--- config.mk ---
export PLATFORM = sky130hd
export DESIGN_NAME = agmp_ctrl
export DESIGN_NICKNAME = d
export VERILOG_FILES = /design/src/rtl/agmp_pkg.sv /design/src/rtl/agmp_ctrl.sv
export SDC_FILE = /design/constraint.sdc
export NUM_CORES = 1
export LEC_CHECK = 0
export BUFFER_PORTS_ARGS = -buffer_cell sky130_fd_sc_hd__buf_2
export CORE_AREA = 10 10 47 49
export CTS_CLUSTER_DIAMETER = 150
export DETAILED_ROUTE_END_ITERATION = 8
export DIE_AREA = 0 0 57 59
export GPL_TIMING_DRIVEN = 0
export PLACE_DENSITY_LB_ADDON = 0.12
export SLEW_MARGIN = 20
export SYNTH_ARGS = -nofsm -noshare
export SYNTH_HDL_FRONTEND = slang
export SYNTH_SLANG_ARGS = --single-unit
--- constraint.sdc ---
create_clock -name clk -period 3.9 [get_ports clk]
set_clock_uncertainty 0.2 [all_clocks]
set_input_delay 0.78 -clock clk [delete_from_list [all_inputs] [get_ports clk]]
set_output_delay 0.78 -clock clk [all_outputs]
set_load 0.05 [all_outputs]
--- src/rtl/agmp_pkg.sv ---
// ----------------------------------------------------------------------------
// agmp_pkg
// Shared types and constants for the autoincrement graphics memory port.
// ----------------------------------------------------------------------------
package agmp_pkg;

	localparam int DEF_COLUMNS = 128;
	localparam int DEF_ROWS    = 256;

	localparam int ACTION_W = 3;
	localparam int BYTE_W   = 8;
	localparam int DCOL_W   = 7;
	localparam int CFG_IDX_W = 1;

	// Bus actions.
	localparam logic [ACTION_W-1:0] ACT_SET_X   = 3'd0;
	localparam logic [ACTION_W-1:0] ACT_SET_Y   = 3'd1;
	localparam logic [ACTION_W-1:0] ACT_WR_DATA = 3'd2;
	localparam logic [ACTION_W-1:0] ACT_RD_DATA = 3'd3;
	localparam logic [ACTION_W-1:0] ACT_WR_MODE = 3'd4;

	// Configuration register indexes.
	localparam logic [CFG_IDX_W-1:0] CFG_COLUMN_SCROLL = 1'd0;
	localparam logic [CFG_IDX_W-1:0] CFG_ROW_SCROLL    = 1'd1;

	// Mode byte bit positions.
	localparam int MODE_ENABLE  = 0;
	localparam int MODE_XDEC    = 2;
	localparam int MODE_YDEC    = 3;
	localparam int MODE_XHOLD_RD = 4;
	localparam int MODE_YHOLD_RD = 5;
	localparam int MODE_XHOLD_WR = 6;
	localparam int MODE_YHOLD_WR = 7;

	// Commands from the controller to the datapath.
	typedef struct packed {
		logic load;
		logic set_x;
		logic set_y;
		logic wr_data;
		logic rd_data;
		logic wr_mode;
	} agmp_cmd_t;

endpackage

--- src/rtl/agmp_ctrl.sv ---
// ----------------------------------------------------------------------------
// agmp_ctrl
// Handshake controller: tracks the output register and decodes each item.
// ----------------------------------------------------------------------------
module agmp_ctrl (
	input  logic                          clk,
	input  logic                          arst_n,
	input  logic                          in_valid,
	input  logic [agmp_pkg::ACTION_W-1:0] in_action,
	output logic                          in_ready,
	output logic                          out_valid,
	input  logic                          out_ready,
	output agmp_pkg::agmp_cmd_t           cmd
);

	localparam logic ST_EMPTY = 1'b0;
	localparam logic ST_FULL  = 1'b1;

	logic state_q;
	logic state_d;
	logic accept;

	// A new item may enter while the held result is being taken.
	assign in_ready  = (state_q == ST_EMPTY) || out_ready;
	assign accept    = in_valid && in_ready;
	assign out_valid = (state_q == ST_FULL);

	always_comb begin
		state_d = state_q;
		unique case (state_q)
			ST_EMPTY: begin
				if (accept) state_d = ST_FULL;
			end
			ST_FULL: begin
				if (accept) state_d = ST_FULL;
				else if (out_ready) state_d = ST_EMPTY;
			end
			default: state_d = ST_EMPTY;
		endcase
	end

	always_ff @(posedge clk or negedge arst_n) begin
		if (!arst_n) state_q <= ST_EMPTY;
		else state_q <= state_d;
	end

	always_comb begin
		cmd         = '0;
		cmd.load    = accept;
		unique case (in_action)
			agmp_pkg::ACT_SET_X:   cmd.set_x   = accept;
			agmp_pkg::ACT_SET_Y:   cmd.set_y   = accept;
			agmp_pkg::ACT_WR_DATA: cmd.wr_data = accept;
			agmp_pkg::ACT_RD_DATA: cmd.rd_data = accept;
			agmp_pkg::ACT_WR_MODE: cmd.wr_mode = accept;
			default: ;
		endcase
	end

endmodule

==> summary.md, run 1 <==
| Metric | Value |
|---|---|
| PortBufs | `14` |
| Status | `finished clean` |
| Starting DRC count in detailed routing | `0` |
| Total gr overflow | `0` |
| Clock latency on the worst-skew pair | `0 ps` |
| Switch Pwr | `0.0190 mW` |
| Global placer's final weighted congestion | `0.615` |
| Element type at the critical path end | `output port` |
| WP buf/inv | `4` |
| Worst path max stage delay | `210 ps` |
| Delay-heaviest family, CP | `buffers and inverters` |
| FFs w/ async S/R, synth | `100%` |
| Part of the power in combinational logic | `71.2%` |
| Slew @ Worst Pin | `257 ps` |
| Initial antenna violation count | `0` |
| Post-CTS sizing | `0` |
| Seq pwr share | `28.8%` |
| GRT Overall Usage | `2.68%` |
| Fin nets | `38` |
| Avg Inst Size Synth | `8.59 um2` |
| Site row count | `14` |
| CP endpoint | `cmd[5]` |
| Pwr dens | `184 mW/mm2` |
| Worst EP required | `roughly 2900 ps` |
| Yosys warnings | `0` |
| Reg2reg setup slack | `2780 ps` |
| Post-CTS setup buffers | `0` |
| Most common cell on crit path | `buf_2` |
| Synthesized flop and latch total | `1` |
| RSZ-0062 raised after global routing | `false` |
| Layout area overhead | `69.9%` |
| CP Class | `in2out` |
| Critical Path, Cell by Cell | `buf_2, nor2b_4, buf_6, and2b_2, buf_4, buf_2` |
| # hold bufs at CTS | `0` |
| Area contributors post-synth | `dfrtp_1 19%, nor4b_1 14%, nor2b_4 11%` |
| CP Max Fanout | `8` |
| CP arrival | `1630 ps` |
| Reg2reg path depth | `3` |
| Die width | `~57 um` |
| CP startpoint kind | `primary input` |
| Clock Power Share | `0%` |
| Die Ht | `59 um` |
| Switch share | `47.3%` |
| Setup WS post-layout | `about 1300 ps` |
| Via/cell ratio | `3.49` |
| Placed Cells | `45` |
| Share of cells above drive strength 1 | `62.1%` |
| Cells after Synth | `15` |
| Vias in the first global route | `166` |
| Final Hold Viols | `0` |
| Most frequent cell after synthesis | `nor4b_1` |
| IO Pins | `15` |
| Tcrit/Tclk final | `67.0%` |
| Top-area cell type share of the netlist area | `19.4%` |
| Cell taking the most area after synthesis | `dfrtp_1` |
| First-pass GRT wire length | `779 um` |
| Final Setup Violations | `0` |
| Detailed-route via count | `~160` |
| Initial core utilization | `a little under a tenth` |
| Crit-path slowest cell | `and2b_2` |
| VDD IR-drop max | `~38 uV` |
| Largest register FFs | `1` |
| Max-slew violations | `0` |
| Reg-to-reg endpoint | `out_valid` |
| Distinct cell type count of the synthesized netlist | `14` |
| Syn_nets | `22` |
| Min-delay worst type | `in2async` |
| Critical R2R Launch | `out_valid` |
| Max-Cap Viols | `0` |
| Worst-path clk slew | `0 ps` |
| Final cell count without fillers | `45` |
| DRC | `0` |
| Rel. slew slack | `83.0%` |
| Multi-input gate area | `81.3 um2` |
| Wirelength, routed | `469 um` |
| FMAX | `383 MHz` |
| DR pass1 iterations | `1` |
| FF/Latch Area | `25.0 um2` |
| Min cycle time layout | `~2600 ps` |
| Pleak | `~0.12 nW` |
| Largest net degree at the start of global routing | `9` |
| Mapped cell area | `129 um2` |
| ANT nets after route | `0` |
| Fin Setup TNS | `0 ps` |
| # diodes | `0` |
| Worst slack, placed | `1280 ps` |
| Cell Int Power | `0.0212 mW` |
| Worst path depth | `6` |
| Core area | `0.00140 mm2` |
| Sequential fraction of the synthesis area | `19.4%` |
| DP HPWL | `418 um` |
| Fillers | `171` |
| Ys flop type | `dfrtp_1` |
| WL per Instance | `10.4 um` |
| Critical path launch point | `out_ready` |
| Die Area | `0.00336 mm2` |
| EDFF count, synth | `0` |
-- placed cells by master, fill, tap and decap left out --
| cell type | n |
|---|---|
| nand2_1 | 1 |
| or2_1 | 1 |
| buf_2 | 14 |
| nand2b_1 | 1 |
| nor3_1 | 1 |
| and2b_2 | 1 |
| nor2_1 | 1 |
| nor4_1 | 1 |
| nor4b_1 | 2 |
| inv_1 | 1 |
| dfrtp_1 | 1 |
| buf_4 | 1 |
| buf_6 | 1 |
| nor2b_4 | 1 |
| and4b_1 | 1 |
-- power by group through the flow --
stage                     clock (mW)  sequential [mW]  combinational (mW)
final                              0           0.0116              0.0286
after global routing               0           0.0117              0.0308
after CTS                          0           0.0117              0.0291
after detailed placement           0           0.0117              0.0291
after global placement             0           0.0116              0.0288
after floorplan                    0           0.0141              0.0177
-- worst min-delay path by stage --
| stage | end |
|---|---|
| floorplan | out_valid |
| global placement | out_valid |
| detailed placement | out_valid |
| CTS | out_valid |
| global route | out_valid |
| finish | out_valid |
-- metrics by stage --
stage	hold WS (ps)	total power [mW]	instance area, um2	util (%)
2_1_floorplan	284	0.0318	129	-
3_3_place_gp	354	0.0404	219	15.6
3_5_place_dp	357	0.0407	219	15.6
4_1_cts	357	0.0408	219	15.6
5_1_grt	361	0.0425	219	15.6
6_report	356	0.0402	219	15.6
-- final cells by class --
cell class,instances,area share (%)
Tap cell,16,9.14
Timing Repair Buffer,14,32.0
Buffer,2,8.57
Sequential cell,1,11.4
Inverter,1,1.71
Multi-Input combinational cell,11,37.1
-- layer usage --
metal,part of all wire [%],track usage (%),routed length [um]
met5,0,0,0
met4,0,0,0
met3,15,1.50,72
met2,35,3.88,164
met1,49,3.56,232
-- kinds of logic after synthesis --
family	count (synthesis)	share of synthesized area (%)
buffers and inverters	3	17.5
and+or+nand+nor	11	63.1
DFF	1	19.4
Note: power is estimated with default switching activity, not from simulation.
==> run 2, diff against run 1 <==
==> constraint.sdc (replaced) <==
create_clock -name clk -period 2.1 [get_ports clk]
set_clock_uncertainty 0.2 [all_clocks]
set_input_delay 0.42 -clock clk [delete_from_list [all_inputs] [get_ports clk]]
set_output_delay 0.42 -clock clk [all_outputs]
set_load 0.05 [all_outputs]
==> summary.md, run 2 (synthesis gave the netlist of run 1 again) <==
| Metric | Value |
|---|---|
| Critical R2R Launch | `out_valid` |
| Max-slew violations | `0` |
| Die Ht | `59 um` |
| Clock latency on the worst-skew pair | `0 ps` |
| Final Core Density | `20.4%` |
| Reg2reg setup slack | `940 ps` |
| CP arrival | `1380 ps` |
| DP HPWL | `455 um` |
| VDD IR-drop max | `58.6 uV` |
| ANT nets after route | `0` |
| Hold_ws | `460 ps` |
| Worst-path clk slew | `0 ps` |
| Hold EP | `out_valid` |
| HP Start | `in_valid` |
| FMAX | `499 MHz` |
| Reg-to-reg endpoint | `out_valid` |
| Cell Int Power | `0.0438 mW` |
| Global placer's final weighted congestion | `0.663` |
| Core area | `0.00140 mm2` |
| Max-Cap Viols | `0` |
| PortBufs | `14` |
| Largest register FFs | `1` |
| Share of cells above drive strength 1 | `76.7%` |
| WL per Instance | `10.9 um` |
| Wirelength, routed | `503 um` |
| Initial antenna violation count | `0` |
| Post-CTS sizing | `0` |
| Pwr dens | `304 mW/mm2` |
| Worst EP required | `between 1000 and 1500 ps` |
| # hold bufs at CTS | `1` |
| Slew @ Worst Pin | `416 ps` |
| GRT Overall Usage | `between 2 and 3%` |
| Switch Pwr | `0.0433 mW` |
| Min cycle time layout | `2000 ps` |
| CP startpoint kind | `primary input` |
| Min-delay worst type | `in2reg` |
| Vias in the first global route | `186` |
| # diodes | `0` |
| Reg2reg path depth | `3` |
| Die Area | `between 0.003 and 0.004 mm2` |
| Post-CTS setup buffers | `0` |
| Rel. slew slack | `72.3%` |
| Pleak | `0.140 nW` |
| Final Setup Violations | `0` |
| Most common cell after layout, fill and taps aside | `buf_2` |
| Hold depth | `2` |
| CP Max Fanout | `4` |
| Fin Setup TNS | `0 ps` |
| DR pass1 iterations | `1` |
| Fillers | `164` |
| Element type at the critical path end | `output port` |
| Placed Cells | `45` |
| Status | `finished clean` |
| Most frequent cells in the layout | `14 x buf_2, 2 x nor4b_4` |
| Clock Power Share | `0%` |
| Final Hold Viols | `0` |
| First-pass GRT wire length | `869 um` |
| Largest net degree at the start of global routing | `9` |
| CP Class | `in2out` |
| Tcrit/Tclk final | `95.5%` |
| Via/cell ratio | `3.54` |
| Fin nets | `39` |
| Site row count | `14` |
| DRC | `0` |
| Part of the power in combinational logic | `75.1%` |
| Total gr overflow | `0` |
| Starting DRC count in detailed routing | `0` |
| Fin area | `287 um2` |
| RSZ-0062 raised after global routing | `false` |
| IO Pins | `15` |
| Layout area overhead | `122%` |
| Final cell count without fillers | `46` |
| Initial core utilization | `9.20%` |
| Detailed-route via count | `163` |
| Die width | `57 um` |
| Placed inst area | `277 um2` |
| Seq pwr share | `24.9%` |
| Switch share | `49.7%` |
[run 2: cell types whose count changed in the layout (fill, tap and decap cells not counted)]
cell,change
nor4b_1,-2
nor4b_4,+2
dfrtp_1,-1
dfrtp_2,+1
dlygate4sd3_1,+1
nor3_1,-1
nor3_4,+1
nor4_1,-1
nor4_4,+1
[run 2: final cells by class]
cell class	instances	area, um2	area share, %
flip-flops and latches	1	26.3	9.17
plain buffers	2	18.8	6.55
repair buffers	15	80.1	27.9
multi-input cells	11	138	48.0
inverters	1	3.75	1.31
well taps	16	20.0	6.99
[run 2: metal layers]
| layer | GRT usage (%) | vias up | wire length, um | part of all wire [%] |
|---|---|---|---|---|
| li1 | - | 81 | - | - |
| met1 | 3.59 | 68 | 216 | 43 |
| met2 | 3.88 | 14 | 150 | 30 |
| met3 | 2.79 | 0 | 135 | 27 |
| met4 | 0 | 0 | 0 | 0 |
| met5 | 0 | - | 0 | 0 |
[run 2: worst max-delay path by stage]
stage | from | end | cells after the start
floorplan | out_valid | cmd[3] | 3
global placement | in_action[2] | cmd[2] | 4
detailed placement | in_action[2] | cmd[2] | 4
CTS | in_action[2] | cmd[2] | 4
global route | in_action[2] | cmd[2] | 4
finish | in_action[2] | cmd[3] | 4
[run 2: power groups by stage]
stage	Combinational, mW	Sequential [mW]	Clock, mW
final	0.0654	0.0217	0
after global placement	0.0637	0.0217	0
after detailed placement	0.0650	0.0217	0
after floorplan	0.0412	0.0265	0
after CTS	0.0665	0.0217	0
after global routing	0.0699	0.0220	0
[run 2: per-stage QoR]
step | power (mW) | worst slack, ps
floorplan | 0.0678 | 23.9
global placement | 0.0854 | 97.8
detailed placement | 0.0867 | 84.5
CTS | 0.0882 | 80.4
global route | 0.0919 | 28.9
finish | 0.0871 | 95.4
[run 2: critical path: stages]
cell and delay (ps):
buf_2 100, nand2b_1 300, nor4b_4 260, buf_2 300
